### src/rtl/triangle_plane_box_setup_assert.svh
// Assertion macros shared by the triangle setup RTL.
// Both macros sample on the rising edge of aclk and stay quiet during reset.
`ifndef TRIANGLE_PLANE_BOX_SETUP_ASSERT_SVH
`define TRIANGLE_PLANE_BOX_SETUP_ASSERT_SVH

`ifndef ASSERT_OFF

// The condition holds at every clock edge.
`define TPBS_ASSERT_NOW(lbl, cond, msg) \
    lbl: assert property (@(posedge aclk) disable iff (!aresetn) (cond)) else $error(msg);

// When the antecedent holds, the consequent holds at the next clock edge.
`define TPBS_ASSERT_NEXT(lbl, ante, cons, msg) \
    lbl: assert property (@(posedge aclk) disable iff (!aresetn) (ante) |=> (cons)) else $error(msg);

`else

`define TPBS_ASSERT_NOW(lbl, cond, msg)
`define TPBS_ASSERT_NEXT(lbl, ante, cons, msg)

`endif

`endif

### src/rtl/tpbs_pkg.sv
package tpbs_pkg;

    // Default coordinate width in bits, 4 fraction bits.
    localparam int COORD_BITS_DEF = 16;

    // Fixed result field widths.
    localparam int NORMAL_W  = 35;
    localparam int OFFSET_W  = 52;
    localparam int LEN_W     = 60;
    localparam int LEN_SHIFT = 8;
    localparam int BOX_W     = 17;
    localparam int SURF_W    = 5;
    localparam int M_TDATA_W = 320;

    // Box padding in units of 1/16.
    localparam int PAD_S_XZ  = 8;
    localparam int PAD_S_YLO = 8;
    localparam int PAD_S_YHI = 48;
    localparam int PAD_L_XZ  = 16;
    localparam int PAD_L_YLO = 80;
    localparam int PAD_L_YHI = 160;

    // Padded bounding box of one triangle.
    typedef struct packed {
        logic [BOX_W-1:0] max_z;
        logic [BOX_W-1:0] max_y;
        logic [BOX_W-1:0] max_x;
        logic [BOX_W-1:0] min_z;
        logic [BOX_W-1:0] min_y;
        logic [BOX_W-1:0] min_x;
    } box_t;

    // Load strobes for the two box stages.
    typedef struct packed {
        logic load_minmax;
        logic load_pad;
    } box_ctrl_t;

endpackage

### src/rtl/tpbs_box.sv
module tpbs_box #(
    parameter int COORD_BITS = tpbs_pkg::COORD_BITS_DEF
) (
    input  logic                       aclk,
    input  tpbs_pkg::box_ctrl_t        ctrl,
    input  logic                       pad_small,
    input  logic signed [COORD_BITS:0] vtx [3][3],
    output tpbs_pkg::box_t             box
);

    localparam int NW  = COORD_BITS + 1;
    localparam int BXW = (COORD_BITS + 2 > tpbs_pkg::BOX_W) ? COORD_BITS + 2 : tpbs_pkg::BOX_W;

    logic signed [NW-1:0]  lo_reg [3];
    logic signed [NW-1:0]  hi_reg [3];
    logic signed [NW-1:0]  lo_next [3];
    logic signed [NW-1:0]  hi_next [3];
    logic signed [BXW-1:0] lo_pad [3];
    logic signed [BXW-1:0] hi_pad [3];
    logic signed [BXW-1:0] pad_lo [3];
    logic signed [BXW-1:0] pad_hi [3];
    tpbs_pkg::box_t        box_reg;
    tpbs_pkg::box_t        box_next;

    // Minimum and maximum of the three vertices on each axis.
    always_comb begin
        logic signed [NW-1:0] lo01;
        logic signed [NW-1:0] hi01;
        lo01 = '0;
        hi01 = '0;
        for (int k = 0; k < 3; k++) begin
            lo01 = (vtx[0][k] < vtx[1][k]) ? vtx[0][k] : vtx[1][k];
            hi01 = (vtx[0][k] > vtx[1][k]) ? vtx[0][k] : vtx[1][k];
            lo_next[k] = (vtx[2][k] < lo01) ? vtx[2][k] : lo01;
            hi_next[k] = (vtx[2][k] > hi01) ? vtx[2][k] : hi01;
        end
    end

    always_ff @(posedge aclk) begin
        if (ctrl.load_minmax) begin
            lo_reg <= lo_next;
            hi_reg <= hi_next;
        end
    end

    // Padding depends on the mode; Y has its own amounts below and above.
    always_comb begin
        if (pad_small) begin
            pad_lo[0] = BXW'(tpbs_pkg::PAD_S_XZ);
            pad_hi[0] = BXW'(tpbs_pkg::PAD_S_XZ);
            pad_lo[1] = BXW'(tpbs_pkg::PAD_S_YLO);
            pad_hi[1] = BXW'(tpbs_pkg::PAD_S_YHI);
            pad_lo[2] = BXW'(tpbs_pkg::PAD_S_XZ);
            pad_hi[2] = BXW'(tpbs_pkg::PAD_S_XZ);
        end else begin
            pad_lo[0] = BXW'(tpbs_pkg::PAD_L_XZ);
            pad_hi[0] = BXW'(tpbs_pkg::PAD_L_XZ);
            pad_lo[1] = BXW'(tpbs_pkg::PAD_L_YLO);
            pad_hi[1] = BXW'(tpbs_pkg::PAD_L_YHI);
            pad_lo[2] = BXW'(tpbs_pkg::PAD_L_XZ);
            pad_hi[2] = BXW'(tpbs_pkg::PAD_L_XZ);
        end
        for (int k = 0; k < 3; k++) begin
            lo_pad[k] = BXW'(lo_reg[k]) - pad_lo[k];
            hi_pad[k] = BXW'(hi_reg[k]) + pad_hi[k];
        end
        box_next.min_x = lo_pad[0][tpbs_pkg::BOX_W-1:0];
        box_next.min_y = lo_pad[1][tpbs_pkg::BOX_W-1:0];
        box_next.min_z = lo_pad[2][tpbs_pkg::BOX_W-1:0];
        box_next.max_x = hi_pad[0][tpbs_pkg::BOX_W-1:0];
        box_next.max_y = hi_pad[1][tpbs_pkg::BOX_W-1:0];
        box_next.max_z = hi_pad[2][tpbs_pkg::BOX_W-1:0];
    end

    always_ff @(posedge aclk) begin
        if (ctrl.load_pad) begin
            box_reg <= box_next;
        end
    end

    assign box = box_reg;

endmodule

### config.mk
export PLATFORM = sky130hd
export DESIGN_NAME = tpbs_box
export DESIGN_NICKNAME = d
export VERILOG_FILES = /design/src/rtl/triangle_plane_box_setup_assert.svh /design/src/rtl/tpbs_pkg.sv /design/src/rtl/tpbs_box.sv
export SDC_FILE = /design/constraint.sdc
export NUM_CORES = 1
export LEC_CHECK = 0
export ABC_AREA = 0
export BUFFER_PORTS_ARGS = -buffer_cell sky130_fd_sc_hd__buf_2
export CAP_MARGIN = 20
export CORE_MARGIN = 2
export CORE_UTILIZATION = 58
export CTS_BUF_LIST = sky130_fd_sc_hd__clkbuf_8
export CTS_CLUSTER_SIZE = 16
export DETAILED_ROUTE_END_ITERATION = 7
export PLACE_DENSITY = 0.81
export SKIP_CTS_REPAIR_TIMING = 1
export SLEW_MARGIN = 20
export SYNTH_ARGS = -nofsm -noshare
export SYNTH_HDL_FRONTEND = slang
export SYNTH_SLANG_ARGS = --single-unit
### constraint.sdc
create_clock -name aclk -period 6.8 [get_ports aclk]
set_input_delay 1.36 -clock aclk [delete_from_list [all_inputs] [get_ports aclk]]
set_output_delay 1.36 -clock aclk [all_outputs]
set_load 0.01 [all_outputs]
; After elaboration in Yosys (flattened, before gate mapping)
; Cells that the tools add are included.
[totals]
regBits = 204
output_inout_bits = 102
word_cells = 44
[op_classes]
n_addsub = 6
order_cmp = 12
mux = 14
[ops]
columns = operator, count
row1 = $mux 17, 12
row2 = $gt 17x17->1, 6
row3 = $lt 17x17->1, 6
row4 = $mux 41, 2
row5 = $add 17x17->17, 2
row6 = $sub 17x17->17, 2
row7 = $add 17x6->17, 1
row8 = $sub 17x6->17, 1

; Depth between registers and ports, before layout
; Gate-level depths: netlist of run 1.
[depth]
depth_word = 4
ltp_mapped = 23

; Worst setup path after synthesis of run 1
; Ideal clock, no wire load.
[synth_path]
kind = input to register
start = in vtx[101] (netlist name)
end = reg hi_reg[40] (netlist name), data pin
arrival_time_ns = 5.530
t_required_ns = 6.521
path_slack_ns = 0.992
path_stages = 23
n_path_buf = 4
path_cell_list = inv_1 -> ha_1 -> nand4_1 -> or2_1 -> nor2_1 -> a21oi_2 -> and2b_1 -> a21oi_1 -> buf_4 -> a21boi_1 -> buf_2 -> buf_6 -> mux2i_1 -> ha_1 -> a21o_1 -> a211o_1 -> a31oi_1 -> a41oi_1 -> nand2_1 -> o21ai_0 -> nand2_1 -> clkbuf_1 -> mux2i_1
[synth_rtl]
columns = element, line
row1 = "start, declared", tpbs_box.sv:7  ; input logic signed [COORD_BITS:0] vtx [3][3],
row2 = "end signal, assigned", tpbs_box.sv:42  ; hi_reg <= hi_next;
row3 = "end, declared", tpbs_box.sv:15  ; logic signed [NW-1:0] hi_reg [3];

==> impl_summary.md, run 1 <==
Global routing
The first global-routing pass estimated approximately 51 mm of wire. The total overflow left after global routing is 0. The initial antenna violation count is 0. For this run, the total global-route usage over all layers was measured as 0.263.

The number of global-route vias before repair is roughly 10k. Entering global routing, the biggest net connects slightly above 80 pins.

Yosys
The cell area after synthesis is around 14,000 sq um. In this run, synthesis produced a sequential element count of between 200 and 250. The primary flip-flop cell chosen by synthesis mapping is edfxtp_1. Summed over all instances, the cell type with the most area after synthesis is edfxtp_1. Of the post-synthesis cell area, the dominant cell type holds 0.448.

The synthesized area per cell is approximately 11 sq um. The share of async-settable or async-resettable flops after synthesis is 0. When the netlist entered floorplanning its net count stood at 1,531.

During synthesis, Yosys emitted a total of 0 warnings. In this run, synthesis inferred 204 flip-flops with an integrated enable. After synthesis, the netlist uses 61 different library cells. Of the synthesized area, sequential elements account for 0.448.

The cell count after synthesis is between 1k and 1.5k. Sorting the synthesized cells by area gives the leading types as edfxtp_1, ha_1, mux2i_1.

Routing
Summing over every cut layer, the via total after detailed routing is between 10k and 15k. The DRC violation count after routing is 0. Dividing the detail-routed via count by the number of cells gives about 5.6. The routed wire length is 32.7 mm. In this run the remaining antenna-violating nets after routing total 0.

The pre-antenna-repair detailed-routing pass consisted of 5 iterations. Dividing the detail-routed wire length by the instance count gives about 18 um. The DRC violation total after the first TritonRoute iteration is 589.

Cells and area
The total area of multi-input combinational cells is between 6000 and 7000 sq um. From synthesis to final layout, the design area changed by 17.8%. The register cell area after layout is around 6100 sq um.

The non-filler instance count after layout is 1,839. The final layout net count is ~1.8k. The filler cell count in the final layout is 1,786. The most common cell after layout, fill and taps aside is buf_2. At the end of the flow the core is filled with cells to 0.691. The register with the most flip-flops in the layout has 102 of them. Of the cells placed in the final design, the portion with a size suffix greater than 1 is 0.223. Leaving out fill and tap cells, the most frequent cells in the layout are buf_2, edfxtp_1, mux2i_1.

Floorplanning
The initial cell density of the core is 0.587. The horizontal extent of the die is approximately 160 um. around 260 I/O pins were placed. The die is ~160 um tall. The number of core rows is 56.

The die area is roughly 25,000 sq um. The area inside the core boundary is between 20,000 and 25,000 sq um.

Worst setup path
The biggest fanout along the worst timing path is 10. STA puts the critical path data arrival time at around 6 ns. The launching element type of the critical path is an input pin.

Data on the critical path is required at its endpoint by a little over 7 ns. The cell class contributing the biggest share of worst-path delay is compound AO/OA/AOI/OAI gates. For this run, the slowest stage of the critical path takes ~0.63 ns. The worst setup path is of the input pin to flip-flop kind. Walking the worst path, the cells encountered are buf_2, inv_1, ha_1, a211o_1, o211ai_1, a21oi_1, o21bai_1, a22oi_2, nand2_1, buf_4, mux2i_1, ha_1, nor2b_1, o21a_1, o21a_1, o21ai_0, a21oi_1, o21ai_0, a41oi_1, o21ai_2, buf_4, mux2i_1.

The critical path contains buffers and inverters numbering 4 combined. STA classifies the critical path endpoint as a flip-flop. The highest-delay cell along the critical path is o21bai_1.

Pwr
The leakage component of the power is ~7.8 nW. For this design the ratio of total power to cell area is 248 nW/um^2. The worst supply voltage drop on vdd is approximately 0.00013 V.

CTS
The buffer depth of the longest clock path is 3. Counting every sink on the clock net gives 204. In this run, CTS created clock tree buffers numbering 35. The number of H-tree levels is 2. The clock latency at the later pin of the worst-skew pair is 0.53 ns. The library cell used as clock root buffer is clkbuf_8. After clock tree synthesis, the clock-pin slew on the worst setup and hold paths is 0.07 ns.

The CTS tree is built.

Flow run
The tool flagged a number of max-cap violations equal to 0.

Timing
The post-layout minimum cycle time is 5.78 ns. The timing-limited maximum frequency is 173 MHz. The final period utilization is 0.850. Clock skew on the completed layout was measured at approximately 0.035 ns. Setup repair after global routing left no endpoint under its margin. The setup TNS is 0 ns.

The number of max-slew violations in the final report is 0. The final hold violation count is 0. Hold is met by about 0.42 ns.

The worst pin sits at a relative slew slack of 0.322. The transition time of the tightest slew-check pin is just over 1 ns. The final number of setup-violating endpoints is 0.

Worst hold path
The type of the tightest min-delay check is flip-flop to flip-flop.

Placement
The total half-perimeter wirelength after legalization and detailed placement is around 26 mm. The count of input and output buffers is approximately 260. After detailed placement, the design holds a cell count of roughly 1.8k. At the end of routability-driven placement, the weighted congestion stood at roughly 0.92.

Run status
The run finished with clean final reports.
worst register-to-register path, delay by kind of cell, from the launching register on:
family	cells	cell delay (ns)
adder cells (fa/ha/maj)	1	0.30
flip-flops	1	0.45
AND/OR/NAND/NOR	4	1.12
XOR/XNOR	1	0.11
AO/OA/AOI/OAI	1	0.26
final timing paths:
check	start	end	slack (ns)	cells past startpoint
hold / removal	lo_reg[34]	box[0]	0.42	0
setup / recovery	vtx[70]	hi_reg[19]	1.02	22
setup reg to reg	lo_reg[21]	box[33]	4.33	7
hold reg to reg	lo_reg[34]	box[0]	0.42	0
cell type report:
type | count | share of cell area
sequential | 204 | 0.380
clock inverter | 23 | 0.0110
antenna | 2 | 0.000310
timing repair buffer | 277 | 0.0893
multi-input combinational | 851 | 0.434
inverter | 126 | 0.0293
clock buffer | 37 | 0.0316
tap | 319 | 0.0248
kinds of logic after synthesis:
| kind of cell | after synthesis | synth area share |
|---|---|---|
| buffers and inverters | 150 | 0.0442 |
| XOR/XNOR | 66 | 0.0422 |
| multiplexers | 182 | 0.134 |
| AO/OA/AOI/OAI | 185 | 0.0854 |
| adder cells (fa/ha/maj) | 169 | 0.157 |
| flip-flops | 204 | 0.448 |
| AND/OR/NAND/NOR | 249 | 0.0897 |
per-stage QoR:
stage               setup WS [ns]  cell area [sq um]  power (mW)
floorplan                   0.992              13700        2.48
global placement            0.676              15400        2.86
finish                       1.02              16100        3.99
global route                0.736              16100        4.21
detailed placement          0.527              15400        2.90
CTS                          1.07              16100        4.01
routing by layer:
metal | track usage | vias up | share of wire
met5 | 0 | - | 0
met4 | 0.103 | 0 | 0.036
met3 | 0.0498 | 81 | 0.062
met2 | 0.467 | 338 | 0.50
met1 | 0.318 | 4878 | 0.40
li1 | - | 5032 | -
power breakdown:
| group | leakage (nW) | internal [mW] | switching (mW) | total (mW) |
|---|---|---|---|---|
| clock | 0.391 | 0.618 | 0.488 | 1.11 |
| sequential | 2.00 | 1.65 | 0.0991 | 1.75 |
| combinational | 5.37 | 0.496 | 0.640 | 1.14 |
synth_stat cells, drive strengths merged (7+ instances only):
library cell	count
nor2	78
a21oi	74
nand2b	7
o22ai	8
xnor2	35
ha	164
buf	14
o21ai	31
nand2	51
edfxtp	204
or3	7
nor3	13
a21o	31
and4	8
xor2	31
nand3	23
nor2b	12
clkbuf	10
inv	126
nand4	25
mux2i	177
(Power assumes the default switching activity.)
==> run 2: changes to the inputs <==
==> constraint.sdc (replaced) <==
create_clock -name aclk -period 6.8 [get_ports aclk]
set_input_delay 0.68 -clock aclk [delete_from_list [all_inputs] [get_ports aclk]]
set_output_delay 0.68 -clock aclk [all_outputs]
set_load 0.01 [all_outputs]
==> impl_summary.md, run 2 (synthesis gave the netlist of run 1 again) <==
Placement
The count of input and output buffers is between 200 and 300. Routability-driven placement finished with a final weighted congestion of a little over 0.9. The placement-stage worst setup slack is slightly below 1 ns. The number of placed instances with taps included is 1,769. After legalization and detailed placement, the total HPWL measured 25.7 mm.

Cells and area
The share of cells above drive strength 1 is 0.215. The library cells used most frequently in the layout, excluding fill and tap cells, are buf_2, edfxtp_1, mux2i_1. The final layout contains 1,809 nets. The flip-flop count of the largest register after layout is between 100 and 150.

Compared with the post-synthesis result, the final layout area differs by 16.6%. The most common cell after layout, fill and taps aside is buf_2. The finished layout holds 1,826 standard cells, fillers aside.

Timing
The final number of setup-violating endpoints is 0. Clock skew on the completed layout was measured at 0.0204 ns. The final period utilization is 0.775. The number of max-slew violations in the final report is 0. The slack of the critical path is ~1.5 ns.

The worst pin sits at a relative slew slack of 0.317. The tightest hold margin is approximately 0.40 ns. For the pin with the worst max-slew slack, the measured transition is just over 1 ns. The final hold violation count is 0.

Setup repair after global routing left no endpoint under its margin. The setup TNS is 0 ns. For this run, the top clock speed supported by timing is roughly 190 MHz. For the finished layout, the period the worst path requires is about 5.3 ns.

Global routing
The total track usage is 0.256. The initial antenna violation count is 0. The largest net degree at the start of global routing is 85. The total overflow left after global routing is 0. The number of global-route vias before repair is ~10k. The first global-routing pass estimated approximately 50 mm of wire.

Worst hold path
The type of the tightest min-delay check is flip-flop to flip-flop. The worst hold path begins at lo_reg[1]. The capture endpoint of the worst hold path is box[35].

The cell depth of the worst hold path is 0.

Routing
The detailed router put a total of around 13 mm of wire on met1. The final route contains 10.3k vias. The DRC violation total after the first TritonRoute iteration is about 630.

The met3 wire length is 2.05 mm. The routed wire length on met2 is 15.6 mm. The detailed-routing iteration count for the pre-antenna-repair pass is 5. The count of antenna-violating nets left after detailed routing is 0.

The uppermost layer routed is met4. For this run, design rule violations remaining after detail routing come to 0. After detailed routing, the average wire length per cell comes to 17.4 um.

The routed wire length is roughly 32 mm. The average via count per standard cell is 5.62.

Worst setup path
The worst setup path is captured at a flip-flop. At the worst endpoint, the required time is 7.19 ns. The number of cells on the worst reg-to-reg path is 6. The worst register-to-register path ends at box[50]. The worst setup path is launched from an input pin. The critical path start-end classification is input pin to flip-flop. For flop-to-flop paths, the worst setup slack is around 4.4 ns. The startpoint identified for the worst register-to-register timing path is lo_reg[4]. Of all nets on the critical path, the largest fanout is 12. The critical path data arrival time is between 5 and 6 ns.

Flow run
Max-cap violations in this run came to 0.

Run status
The run finished with clean final reports.

CTS
The number of buffers inserted during clock tree synthesis is 31. The clock latency at the later pin of the worst-skew pair is roughly 0.56 ns. The number of H-tree levels is 1. The number of clock sinks seen by CTS is between 200 and 250. Clock tree synthesis selected as its root buffer the cell clkbuf_8. The clock-pin slew on the worst setup and hold paths is about 0.070 ns. The buffer depth of the longest clock path is 3. TritonCTS built the clock tree.

Pwr
In this run the static leakage power is 7.65 nW. The total power is between 3 and 4 mW. The worst supply voltage drop on vdd is between 0.0001 and 0.00015 V. For this design the ratio of total power to cell area is between 200 and 250 nW/um^2.

Floorplanning
The initial cell density of the core is 0.587. The die covers roughly 25,000 sq um. The horizontal extent of the die is ~160 um. The I/O pin count is roughly 260. The floorplan has 56 rows. The area inside the core boundary is between 20,000 and 25,000 sq um. The chip height is between 150 and 200 um.
[run 2: through the flow]
step	area [sq um]	util
3_3_place_gp	15400	0.658
2_1_floorplan	13700	-
3_5_place_dp	15400	0.658
4_1_cts	15900	0.683
6_report	16000	0.684
5_1_grt	15900	0.683
[run 2: layer usage]
metal | global-route usage | up-vias
li1 | - | 5015
met1 | 0.313 | 4788
met2 | 0.453 | 367
met3 | 0.0383 | 93
met4 | 0.110 | 0
met5 | 0 | -
[run 2: how the worst max path moves through the flow]
| stage | from | endpoint |
|---|---|---|
| floorplan | vtx[101] | hi_reg[40] |
| global placement | vtx[101] | lo_reg[48] |
| detailed placement | vtx[101] | lo_reg[47] |
| CTS | vtx[101] | hi_reg[44] |
| global route | vtx[101] | hi_reg[44] |
| finish | vtx[70] | hi_reg[28] |
[run 2: cell type report]
cell class              instances  area [sq um]
multi-input cells             851          6990
clock inverters                24           150
flip-flops and latches        204          6130
well taps                     319           399
fillers                      1787          7380
repair buffers                269          1380
inverters                     126           473
clock buffers                  31           427
diodes                          2          5.00
[run 2: power breakdown]
group          internal, mW  switching [mW]  total, mW
combinational         0.486           0.632       1.12
sequential             1.65           0.101       1.75
clock                 0.498           0.457      0.955
[run 2: critical path, cell delays in order]
cell and delay, ns:
buf_2 0.10, inv_1 0.06, ha_1 0.31, a211o_1 0.26, o211ai_1 0.10, a21oi_1 0.09, o21bai_1 0.55, a22oi_2 0.11
nand2_1 0.53, buf_4 0.32, mux2i_1 0.37, ha_1 0.32, a21o_1 0.17, a21o_1 0.18, a21oi_1 0.16, nand2_1 0.07
o21ai_0 0.18, a41oi_1 0.17, o21ai_2 0.38, buf_4 0.31, mux2i_1 0.22
==> run 3: changes to the inputs <==
Clock period 6.8 ns to 5.3 ns, I/O delays scaled along.
==> impl_summary.md, run 3 (synthesis gave the netlist of run 1 again) <==
Run status
The flow ran to the end, and the final reports show no timing, DRC or antenna violations.

Cells and area
The library cells used most frequently in the layout, excluding fill and tap cells, are buf_2, edfxtp_1, mux2i_1. The register with the most flip-flops in the layout has 102 of them. In the final layout, the share of cells above drive strength 1 is 0.226. The area growth from synthesis to layout is 18.0%. The most common cell after layout, fill and taps aside is buf_2. The final layout net count is 1,827.

Floorplanning
Measured along the y axis, the die boundary spans between 150 and 200 um. From left edge to right edge, the die measures roughly 160 um. The region available for standard cell placement spans 23,300 sq um. The die area is about 25,000 sq um. The I/O pin count is 259. In this run the core area contains 56 standard-cell rows. The initial utilization of the core area, before any placement, comes to 0.587.

Timing
The setup TNS is 0 ns. The number of max-slew violations in the final report was 0. For this run, the top clock speed supported by timing is roughly 220 MHz. The post-layout minimum cycle time is about 4.7 ns. In the finished design, the share of the clock period the worst path needs comes to 0.877. The clock skew after layout is ~0.019 ns. Final hold analysis gives a worst-case slack of 0.343 ns. The worst slew slack as a fraction of its limit is 0.483.

The transition time of the tightest slew-check pin is a little under 0.8 ns. Setup repair after global routing left no endpoint under its margin. The final hold violation count is 0. Setup violations remaining at the end of the flow were counted as 0.

Placement
The final RePlAce weighted congestion is 0.906. The count of buffers added on input and output ports is 258. The HPWL after detailed placement is 26.8 mm.

Worst setup path
STA puts the critical path data required time at about 5.6 ns. The highest-delay cell along the critical path is or4b_2. The type of destination of the critical path is a flip-flop. The depth of the most critical reg-to-reg path is 9. Walking the worst path, the cells encountered are buf_2, inv_1, ha_1, nand4_1, or2_1, nor2_1, a21oi_2, and2b_1, a21oi_2, buf_4, mux2i_1, ha_1, a21oi_1, nor3_1, or4b_2, a211oi_1, a21o_1, buf_4, mux2i_1. The launching element type of the critical path is an input pin. Of all nets on the critical path, the largest fanout is 18.

The largest stage delay on the critical path is roughly 0.60 ns. For the worst setup path, the data arrival time is about 5 ns. The critical path start-end classification is input pin to flip-flop.

CTS
The number of H-tree levels is 2. Clock latency on the worst-skew pair, taken at its later pin, is roughly 0.52 ns. The buffer depth of the longest clock path is 3. The clock-pin slew on the worst setup and hold paths is 0.07 ns. The number of buffers inserted during clock tree synthesis is 35. Counting every sink on the clock net gives approximately 200. The CTS tree is built. The root buffer cell chosen for the clock tree is clkbuf_8.

Global routing
In the global route stage, overall resource usage came out at 0.266. The initial antenna violation count is 1. The number of global-route vias before repair came to just over 10k. The first global-routing pass estimated 51.4 mm of wire. The remaining global-route overflow is 0. Entering global routing, the biggest net connects 57 pins.

Routing
In the final routed layout, each cell accounts on average for about 18 um. The first TritonRoute pass finished after 5 iterations. After detailed routing, the number of remaining DRC violations is 0. The routed wire length is around 33 mm. The count of antenna-violating nets left after detailed routing is 0.

The routed layout has between 10k and 15k vias. Using the TritonRoute via totals, the vias-per-cell ratio works out to between 5 and 6. After the first detailed-routing iteration, the DRC count stood at between 500 and 600.

Worst hold path
In this run the worst hold path is classified as input pin to flip-flop. The worst hold path was traced through 2 stages.

Pwr
The worst supply voltage drop on vdd is around 0.00017 V. Power spread over the standard cell area amounts to ~310 nW/um^2. Of the total power, the clock network draws 0.260. The sequential cell fraction of total power is 0.446.

Of the total power, the share spent switching nets is 0.314. The internal power of the cells is between 3 and 4 mW. In this run the static leakage power is about 7.8 nW.

Of the total power, combinational logic draws 0.295. The switching power of the nets is approximately 1.6 mW.

Flow run
The tool flagged a number of max-cap violations equal to 0.
## run 3: cell types whose count changed in the layout (fill, tap and decap cells not counted), sizes merged
cell    before  now
buf        269  283
bufinv       2    1
clkbuf      31   36
clkinv      11   15
diode        2    1
inv        136  134
## run 3: critical path: cells and delay by family
family                   cells  cell delay, ns
adder cells (fa/ha/maj)      2            0.70
multiplexers                 2            0.58
buffers and inverters        4            0.74
AO/OA/AOI/OAI                5            0.93
AND/OR/NAND/NOR              6            1.48
## run 3: metrics by stage
step	instances	util	area [sq um]	total power [mW]	setup slack [ns]
global placement	1783	0.665	15500	3.70	0.301
finish	1845	0.692	16200	5.04	0.649
floorplan	1205	-	13700	3.19	0.322
global route	1844	0.692	16200	5.33	0.397
detailed placement	1783	0.665	15500	3.76	0.163
CTS	1844	0.692	16200	5.08	0.699
## run 3: worst paths after layout
kind / startpoint / to / slack [ns]
worst min register to register: lo_reg[2] / box[36] / 0.41
worst max register to register: lo_reg[3] / box[49] / 2.89
worst min-delay path: vtx[17] / hi_reg[17] / 0.34
worst max-delay path: vtx[101] / lo_reg[46] / 0.65
## run 3: layer usage
| metal | routed length, um | vias up | share of wire | GRT usage |
|---|---|---|---|---|
| li1 | - | 5049 | - | - |
| met1 | 13400 | 4768 | 0.41 | 0.316 |
| met2 | 16100 | 379 | 0.49 | 0.461 |
| met3 | 2340 | 88 | 0.071 | 0.0649 |
| met4 | 1210 | 0 | 0.037 | 0.114 |
| met5 | 0 | - | 0 | 0 |
## run 3: area by class of cell
cell class	instances	area (sq um)
fill	1749	7180
multi-input combinational	851	6990
sequential	204	6130
timing repair buffer	283	1530
clock buffer	36	495
inverter	126	473
tap	319	399
clock inverter	25	138
antenna	1	2.50
## run 3: power groups by stage
stage                     combinational (mW)  clock (mW)  sequential [mW]
after floorplan                        0.883           0             2.30
after global placement                  1.43           0             2.27
after detailed placement                1.48           0             2.28
after CTS                               1.49        1.34             2.25
after global routing                    1.64        1.41             2.27
final                                   1.49        1.31             2.25
